**src/rtl/ang_pkg.sv**
```systemverilog
// Shared types, register codes and constants of the audio noise gate.
`timescale 1ns / 1ps
`default_nettype none

package ang_pkg;

    // Default sizes for the top-level parameters.
    localparam int DEF_DELAY_DEPTH   = 512;
    localparam int DEF_CHANNEL_COUNT = 2;
    localparam int DEF_SAMPLE_BITS   = 24;

    // Configuration port geometry.
    localparam int CFG_IDX_W  = 3;
    localparam int CFG_DATA_W = 32;

    // Register field widths.
    localparam int THR_W  = 23;
    localparam int COEF_W = 16;
    localparam int HOLD_W = 16;
    localparam int LA_W   = 9;

    // Q0.16 full scale and the rounding half used by the gain blend.
    localparam logic [COEF_W-1:0] UNITY  = 16'hFFFF;
    localparam logic [31:0]       Q_HALF = 32'd32767;

    // Register indexes on the configuration port.
    typedef enum logic [CFG_IDX_W-1:0] {
        CFG_THRESHOLD = 3'd0,
        CFG_ATTACK    = 3'd1,
        CFG_RELEASE   = 3'd2,
        CFG_HOLD      = 3'd3,
        CFG_FLOOR     = 3'd4,
        CFG_LOOKAHEAD = 3'd5,
        CFG_BYPASS    = 3'd6
    } t_cfg_idx;

    // All configuration registers as one group.
    typedef struct packed {
        logic [THR_W-1:0]  threshold;
        logic [COEF_W-1:0] attack;
        logic [COEF_W-1:0] release_c;
        logic [HOLD_W-1:0] hold_length;
        logic [COEF_W-1:0] floor_gain;
        logic [LA_W-1:0]   lookahead;
        logic              bypass;
    } t_cfg;

    localparam t_cfg CFG_RESET = '{
        threshold:   23'd838861,
        attack:      16'd1351,
        release_c:   16'd14,
        hold_length: 16'd480,
        floor_gain:  16'd655,
        lookahead:   9'd96,
        bypass:      1'b0
    };

endpackage

`default_nettype wire

```
**src/rtl/ang_ifs.sv**
```systemverilog
// Valid/ready channel interfaces for samples in, results out and configuration writes.
`timescale 1ns / 1ps
`default_nettype none


// Configuration write channel.
interface ang_cfg_if;
    logic                            valid;
    logic                            ready;
    logic [ang_pkg::CFG_IDX_W-1:0]   index;
    logic [ang_pkg::CFG_DATA_W-1:0]  data;

    modport source (output valid, output index, output data, input ready);
    modport sink   (input valid, input index, input data, output ready);
endinterface

`default_nettype wire

```
**src/rtl/ang_cfg_regs.sv**
```systemverilog
// Configuration register file of the audio noise gate.
`timescale 1ns / 1ps
`default_nettype none

module ang_cfg_regs (
    input  logic          i_clk,
    input  logic          i_rst_n,
    ang_cfg_if.sink       i_cfg,
    output ang_pkg::t_cfg o_cfg
);
    import ang_pkg::*;

    t_cfg r_cfg;

    // Writes are always taken; unknown indexes are dropped.
    assign i_cfg.ready = 1'b1;
    assign o_cfg       = r_cfg;

    // Register update.
    always_ff @(posedge i_clk) begin
        if (!i_rst_n) begin
            r_cfg <= CFG_RESET;
        end else if (i_cfg.valid && i_cfg.ready) begin
            unique case (t_cfg_idx'(i_cfg.index))
                CFG_THRESHOLD: r_cfg.threshold   <= i_cfg.data[THR_W-1:0];
                CFG_ATTACK:    r_cfg.attack      <= i_cfg.data[COEF_W-1:0];
                CFG_RELEASE:   r_cfg.release_c   <= i_cfg.data[COEF_W-1:0];
                CFG_HOLD:      r_cfg.hold_length <= i_cfg.data[HOLD_W-1:0];
                CFG_FLOOR:     r_cfg.floor_gain  <= i_cfg.data[COEF_W-1:0];
                CFG_LOOKAHEAD: r_cfg.lookahead   <= i_cfg.data[LA_W-1:0];
                CFG_BYPASS:    r_cfg.bypass      <= i_cfg.data[0];
                default: begin
                end
            endcase
        end
    end

endmodule

`default_nettype wire

```
**src/flat_wrapper.sv**
```systemverilog
// flat-port wrapper written by rule: the top's interface ports become plain ports
module ang_cfg_regs_flat import ang_pkg::*;
  (i_clk, i_rst_n, o_cfg, i_cfg_valid, i_cfg_index, i_cfg_data, i_cfg_ready);
  ang_cfg_if i_cfg_i ();
  input  logic i_clk;
  input  logic i_rst_n;
  output ang_pkg::t_cfg o_cfg;
  input wire logic [$bits(i_cfg_i.valid)-1:0] i_cfg_valid;
  input wire logic [$bits(i_cfg_i.index)-1:0] i_cfg_index;
  input wire logic [$bits(i_cfg_i.data)-1:0] i_cfg_data;
  output wire logic [$bits(i_cfg_i.ready)-1:0] i_cfg_ready;
  assign i_cfg_i.valid = i_cfg_valid;
  assign i_cfg_i.index = i_cfg_index;
  assign i_cfg_i.data = i_cfg_data;
  assign i_cfg_ready = i_cfg_i.ready;
  ang_cfg_regs u_core (.i_clk(i_clk), .i_rst_n(i_rst_n), .i_cfg(i_cfg_i), .o_cfg(o_cfg));
endmodule
```
**config.mk**
```make
export PLATFORM = sky130hd
export DESIGN_NAME = ang_cfg_regs_flat
export DESIGN_NICKNAME = d
export VERILOG_FILES = /design/src/rtl/ang_pkg.sv /design/src/rtl/ang_ifs.sv /design/src/rtl/ang_cfg_regs.sv /design/src/flat_wrapper.sv
export SDC_FILE = /design/constraint.sdc
export NUM_CORES = 1
export LEC_CHECK = 0
export BUFFER_PORTS_ARGS = -buffer_cell sky130_fd_sc_hd__buf_2
export CAP_MARGIN = 20
export CORE_MARGIN = 2
export CORE_UTILIZATION = 49
export DETAILED_ROUTE_END_ITERATION = 10
export GPL_ROUTABILITY_DRIVEN = 1
export PLACE_DENSITY = 0.79
export SLEW_MARGIN = 15
export SYNTH_ARGS = -nofsm -noshare
export SYNTH_HDL_FRONTEND = slang
export SYNTH_SLANG_ARGS = --single-unit
```
**constraint.sdc**
```tcl
create_clock -name i_clk -period 1.7 [get_ports i_clk]
set_input_delay 0.34 -clock i_clk [delete_from_list [all_inputs] [get_ports i_clk]]
set_output_delay 0.34 -clock i_clk [all_outputs]
set_load 0.005 [all_outputs]
```
== Word-level counts from Yosys, hierarchy flattened ==
Index checks and enable logic that the tools add are counted.

* Register bits: 97
* Bits of input ports: 38
* Output and inout bits: 98
* Logic and storage cells: 21

* Equality and inequality tests: 6
* Reduce and logical (&&, ||, !) cells: 8

{| class="wikitable"
|+ Operators with widths
! operator !! count
|-
| $reduce_and A2 Y1 || 7
|-
| $eq A3 B3 Y1 const B || 3
|-
| $eq A3 B2 Y1 const B || 2
|-
| $eq A3 B1 Y1 const B || 1
|-
| $logic_not A3 Y1 || 1
|}

== Logic depth before layout (Yosys ltp) ==
Gate-level depths: netlist of run 1.

* Word-level depth: 2
* Depth in mapped cells: 5
* Gate-level depth less buffers: 2

== Worst setup path after synthesis of run 1 ==
Ideal clock, no wire load.

* Kind: in2reg
* Start point: in i_cfg_index[1]
* End point: reg u_core.r_cfg (netlist bit u_core.o_cfg[80])
* Setup time: 0.127 ns
* Data arrival time: 1.253 ns
* Data required time: 1.573 ns
* Setup slack: 0.320 ns
* Stages: 4
* Buffers on the path: 2
* Cells stage by stage: or4b_1 -> buf_6 -> buf_12 -> mux2i_1

* Longest elaborated chain between the ends: 2

{| class="wikitable"
|+ RTL lines
! element !! line !! text
|-
| start, declared || flat_wrapper.sv:9 || <nowiki>input wire logic [$bits(i_cfg_i.index)-1:0] i_cfg_index;</nowiki>
|-
| $logic_not A3 Y1 || ang_cfg_regs.sv:24 || <nowiki>unique case (t_cfg_idx'(i_cfg.index))</nowiki>
|-
| $reduce_and A2 Y1 (no source line) || - ||
|-
| end, declared || ang_cfg_regs.sv:13 || <nowiki>t_cfg r_cfg;</nowiki>
|}

Every way passes these cells.
A chain may end at the register's enable or synchronous reset.

== Worst setup path after layout of run 1 ==
* Start point: reg u_core.r_cfg (netlist bit u_core.o_cfg[10])
* End point: out o_cfg[10] in the netlist's numbering

{| class="wikitable"
|+ RTL lines
! element !! line !! text
|-
| end, declared || flat_wrapper.sv:7 || <nowiki>output ang_pkg::t_cfg o_cfg;</nowiki>
|}

No word-level cell between the ends.

==> results_dict.tcl, run 1 <==
set metrics [dict create \
    synth_area_leaders "dfxtp_1, mux2i_1, nand2_1, nor2b_1, clkbuf_1" \
    finalCritPeriodShare_pct 69.0 \
    dr.pass1.iters 4 \
    ioPinCount 136 \
    antenna_found_initial 0 \
    synth_top_area_share_pct 51.6 \
    p_leak_nw 2.32 \
    placedCellCount 576 \
    synth-seq-area-share_pct 51.6 \
    cts_tree "built" \
    ys_ff_latch 97 \
    fillers 608 \
    track_usage_pct 20.1 \
    worstSkewPairLatency_ns 0.34 \
    path_buf_inv 1 \
    grtUsageMet3_pct 5.18 \
    cp_top_family "flip-flops" \
    htreeDepth 3 \
    grt_use_met2_pct 34.1 \
    wl_per_cell_um 14.3 \
    power.total_mw 4.19 \
    cts-root-buf "clkbuf_8" \
    utilization_pct 64.6 \
    die_w_um 91.7 \
    drv_cap 0 \
    critPathLaunch "u_core.o_cfg[10]$_SDFFE_PN1P_" \
    rrSetupSlack_ns 1.04 \
    finalSetupTns_ns 0 \
    syn_area_sq_um 3770 \
    drc 0 \
    whs_endpoint "u_core.o_cfg[94]$_SDFFE_PN0P_" \
    cts_hold_buffers 0 \
    outcome "finished clean" \
    grt_use_met1_pct 24.7 \
    grt.busiest_layer "met2" \
    clk_pin_slew_worst_paths_ns 0.10 \
    finClkSkew_ns 0 \
    final_antenna_net_count 0 \
    worst_r2r_startpoint "u_core.o_cfg[60]$_SDFFE_PN1P_" \
    min_path_cells 3 \
    largest_reg_flops 97 \
    finalSetupViolations 0 \
    area_delta_synth_final_pct 25.7 \
    numCtsBuffers 9 \
    fin_cells 591 \
    rr_endpoint "u_core.o_cfg[60]$_SDFFE_PN1P_" \
    mostFrequentLayoutCells "buf_2, mux2i_1, dfxtp_1" \
    yosys_warnings 0 \
    worst_ep_required_time_ns 1.36 \
    num_rows 31 \
    cts_sinks 97 \
    fmax_mhz 853 \
    die_y_um 91.7 \
    slowest_stage "dfxtp_1" \
    portBuffers 125 \
    fin_nets 526 \
    cp_max_fo 2 \
    max_stage_delay_ns 0.37 \
    routed_via_density 4.93 \
    yosysUniqueCellTypes 16 \
    fp.coreArea_sq_um 7330 \
    power.density_nw_per_um2 885 \
    hp-class "in -> reg" \
    holdWs_ns 0.220 \
    syn_area_per_cell_sq_um 10.3 \
    grt_max_degree 48 \
    synth_top_area_cell "dfxtp_1" \
    hpwl_um 6220 \
    start_util_pct 51.4 \
    syn_inst 364 \
    dieArea_sq_um 8400 \
    grt_pass1_vias 2871 \
    worstSetupPathType "reg -> out" \
    rsz0062_at_grt "no" \
    critical_path.startpoint_type "flip-flop" \
    postCtsSetupBuffers 0 \
    vdd_drop_max_mv 0.475 \
    layout-drive-gt1-share_pct 32.1 \
    antenna_cells 0 \
    gp_congestion 0.790 \
    clockBufferDepth 2 \
    overflow 0 \
    totalWireLength_um 8450 \
    grt_pass1_wl_um 13600 \
    cts.repair.resized 0 \
    final_common_cell "buf_2" \
    min_period_ns 1.17 \
    drv_slew 0 \
    finalHoldViolations 0 \
    path_cells "buf_2" \
    syn_nets 402 \
    hp-start "i_cfg_data[20]" \
    reg2reg_depth 2 \
    dr_total_vias 2915 \
    endpoint_kind "output pin" \
    drtIter0Drc 100 \
    crit_arrival_ns 0.83 \
]
## cell families (layout without fill, tap and decap cells)
kind of cell / Yosys count / count (layout) / synth area share, %
buf+inv: 28 / 156 / 4.02
other cells: 1 / 1 / 0.0996
mux: 97 / 97 / 25.8
simple gates: 141 / 141 / 18.5
flops: 97 / 97 / 51.6
## stage by stage
step,area [sq um],setup slack [ns]
4_1_cts,4730,0.516
5_1_grt,4730,0.493
3_3_place_gp,4530,0.190
6_report,4730,0.528
2_1_floorplan,3770,0.320
3_5_place_dp,4530,0.177
## where the power goes
group / switching, mW / internal, mW / leakage (nW)
combinational: 0.177 / 0.155 / 1.43
sequential: 0.0248 / 2.32 / 0.786
clock: 0.757 / 0.756 / 0.102
## layout make-up
cell class                      count  area, sq um  share of cell area, %
Sequential cell                    97         1940                   41.0
Multi-Input combinational cell    239         1680                   35.5
Timing Repair Buffer              141          786                   16.6
Clock buffer                       11          151                   3.20
Tap cell                           99          124                   2.62
Clock inverter                      4         51.3                   1.08
## synthesized netlist by cell type, drive strengths merged
| master | count |
|---|---|
| and4b | 1 |
| and4bb | 1 |
| buf | 14 |
| clkbuf | 14 |
| conb | 1 |
| dfxtp | 97 |
| mux2i | 97 |
| nand2 | 86 |
| nand4b | 2 |
| nand4bb | 2 |
| nor2b | 47 |
| nor4b | 1 |
| or4b | 1 |
## how the worst max path moves through the flow
stage / to / slack, ns / cells past startpoint
CTS: o_cfg[10] / 0.52 / 1
global route: o_cfg[25] / 0.49 / 1
floorplan: u_core.o_cfg[80]$_SDFFE_PN1P_ / 0.32 / 4
finish: o_cfg[10] / 0.53 / 1
detailed placement: u_core.o_cfg[86]$_SDFFE_PN0P_ / 0.18 / 4
global placement: u_core.o_cfg[78]$_SDFFE_PN0P_ / 0.19 / 4
## per-layer routing
metal	share of wire [%]	routed length [um]
met1	44	3750
met2	47	4010
met3	6.9	584
met4	1.2	102
met5	0	0
Power figures use the tool's default switching activity.
==> run 2: changes to the inputs <==
- clock period: 1.7 -> 1.1 ns (I/O delays scaled with it)
==> run 2 against run 1 <==
Against the previous run: sequential cell count did not move; highest routed layer unchanged; global-route usage grew 0.80 points; total power grew 47%; hold slack got worse by 0.12 ns; clock skew is the same; combinational power rose by 61%; register-to-register slack worse by 0.59 ns.
==> results_dict.tcl, run 2 (synthesis results as in run 1) <==
set metrics [dict create \
    mostFrequentLayoutCells "buf_2, mux2i_1, dfxtp_1" \
    cp_top_family "flip-flops" \
    grt_pass1_vias 2802 \
    finalSetupTns_ns 0 \
    worst_slack_ns 0.0383 \
    dr.pass1.iters 4 \
    worst_ep_required_time_ns 0.88 \
    antenna_cells 0 \
    fillers 615 \
    drc 0 \
    finalSetupViolations 0 \
    cts_sinks 97 \
    power.density_nw_per_um2 1300 \
    hp-start "i_cfg_data[20]" \
    layout-drive-gt1-share_pct 32.0 \
    start_util_pct 51.4 \
    final_common_cell "buf_2" \
    fp.coreArea_sq_um 7330 \
    clockBufferDepth 2 \
    portBuffers 125 \
    cts-root-buf "clkbuf_8" \
    comb_power_share_pct 8.6 \
    drv_cap 0 \
    dr_total_vias 2908 \
    critPathLaunch "u_core.o_cfg[57]$_SDFFE_PN0P_" \
    track_usage_pct 20.9 \
    path_cells "buf_2" \
    hp-class "in -> reg" \
    rrSetupSlack_ns 0.45 \
    num_rows 31 \
    cts_tree "built" \
    power.internal_mw 4.67 \
    drtIter0Drc 65 \
    vdd_drop_max_mv 0.662 \
    finalHoldViolations 0 \
    finClkSkew_ns 0 \
    rsz0062_at_grt "no" \
    endpoint_kind "output pin" \
    final_antenna_net_count 0 \
    grt_max_degree 53 \
    gp_congestion 0.750 \
    hpwl_um 6160 \
    cts.repair.resized 0 \
    grt_pass1_wl_um 13900 \
    power.total_mw 6.17 \
    outcome "finished clean" \
    fin_nets 526 \
    numCtsBuffers 9 \
    drv_slew 0 \
    worstSetupPathType "reg -> out" \
    die_y_um 91.7 \
    area_delta_synth_final_pct 25.8 \
    min_period_ns 1.06 \
    cts_hold_buffers 0 \
    die_w_um 91.7 \
    postCtsSetupBuffers 0 \
    htreeDepth 3 \
    pwr-share-clk_pct 32.5 \
    path_buf_inv 1 \
    overflow 0 \
    slowest_stage "dfxtp_1" \
    seq_power_share_pct 58.8 \
    max_stage_delay_ns 0.36 \
    worst_r2r_startpoint "u_core.o_cfg[57]$_SDFFE_PN0P_" \
    fmax_mhz 942 \
    critical_path.startpoint_type "flip-flop" \
    routed_via_density 4.91 \
    worstSkewPairLatency_ns 0.35 \
    pre_cts_ws_ns -0.234 \
    p_sw_mw 1.50 \
    wl_per_cell_um 14.5 \
    dieArea_sq_um 8400 \
    largest_reg_flops 97 \
    ioPinCount 136 \
    antenna_found_initial 0 \
    totalWireLength_um 8590 \
    clk_pin_slew_worst_paths_ns 0.09 \
    finalCritPeriodShare_pct 96.5 \
    p_leak_nw 2.30 \
    crit_arrival_ns 0.84 \
    cp_max_fo 2 \
    p_sw_share_pct 24.3 \
]
==> run 2: changes by cell type in the layout (fill, tap and decap cells not counted), moves of 2 or more <==
cell,delta
clkbuf_8,-2
buf_12,+3
clkinvlp_4,+3
buf_4,-3
clkbuf_1,+3
==> run 2: per-layer routing <==
layer  up-vias  global-route usage (%)  routed length (um)
met4         0                    7.70                  91
met2        87                    33.9                4030
met3         8                    5.26                 524
met1      1374                    26.9                3950
met5         -                       0                   0
li1       1439                       -                   -
==> run 2: tightest hold or removal path, stage by stage <==
cell and delay, ns:
buf_2 0.10, nand2_1 0.05, mux2i_1 0.06
==> run 2: worst paths after layout <==
path / to / cells past startpoint
max: o_cfg[57] / 1
max reg2reg: u_core.o_cfg[57]$_SDFFE_PN0P_ / 2
min: u_core.o_cfg[94]$_SDFFE_PN0P_ / 3
min reg2reg: u_core.o_cfg[22]$_SDFFE_PN0P_ / 2
==> run 2: per-stage QoR <==
step	utilization (%)	hold slack [ns]	instances	area (sq um)
finish	64.6	0.105	592	4740
global route	64.6	0.105	592	4740
CTS	64.6	0.0926	592	4740
detailed placement	62.4	0.446	576	4570
global placement	62.4	0.441	576	4570
floorplan	-	0.362	364	3770
==> run 2: area by class of cell <==
cell class                      instances  area [sq um]  share of cell area [%]
Sequential cell                        97          1940                    41.0
Multi-Input combinational cell        239          1680                    35.5
Timing Repair Buffer                  141           823                    17.4
Clock buffer                           12           135                    2.85
Tap cell                               99           124                    2.61
Clock inverter                          4          30.0                   0.634
==> run 2: power by group through the flow <==
stage               sequential (mW)  clock [mW]  combinational [mW]
floorplan                      3.71           0               0.282
global placement               3.71           0               0.523
detailed placement             3.71           0               0.536
CTS                            3.63        2.05               0.538
global route                   3.64        2.18               0.582
finish                         3.63        2.01               0.533
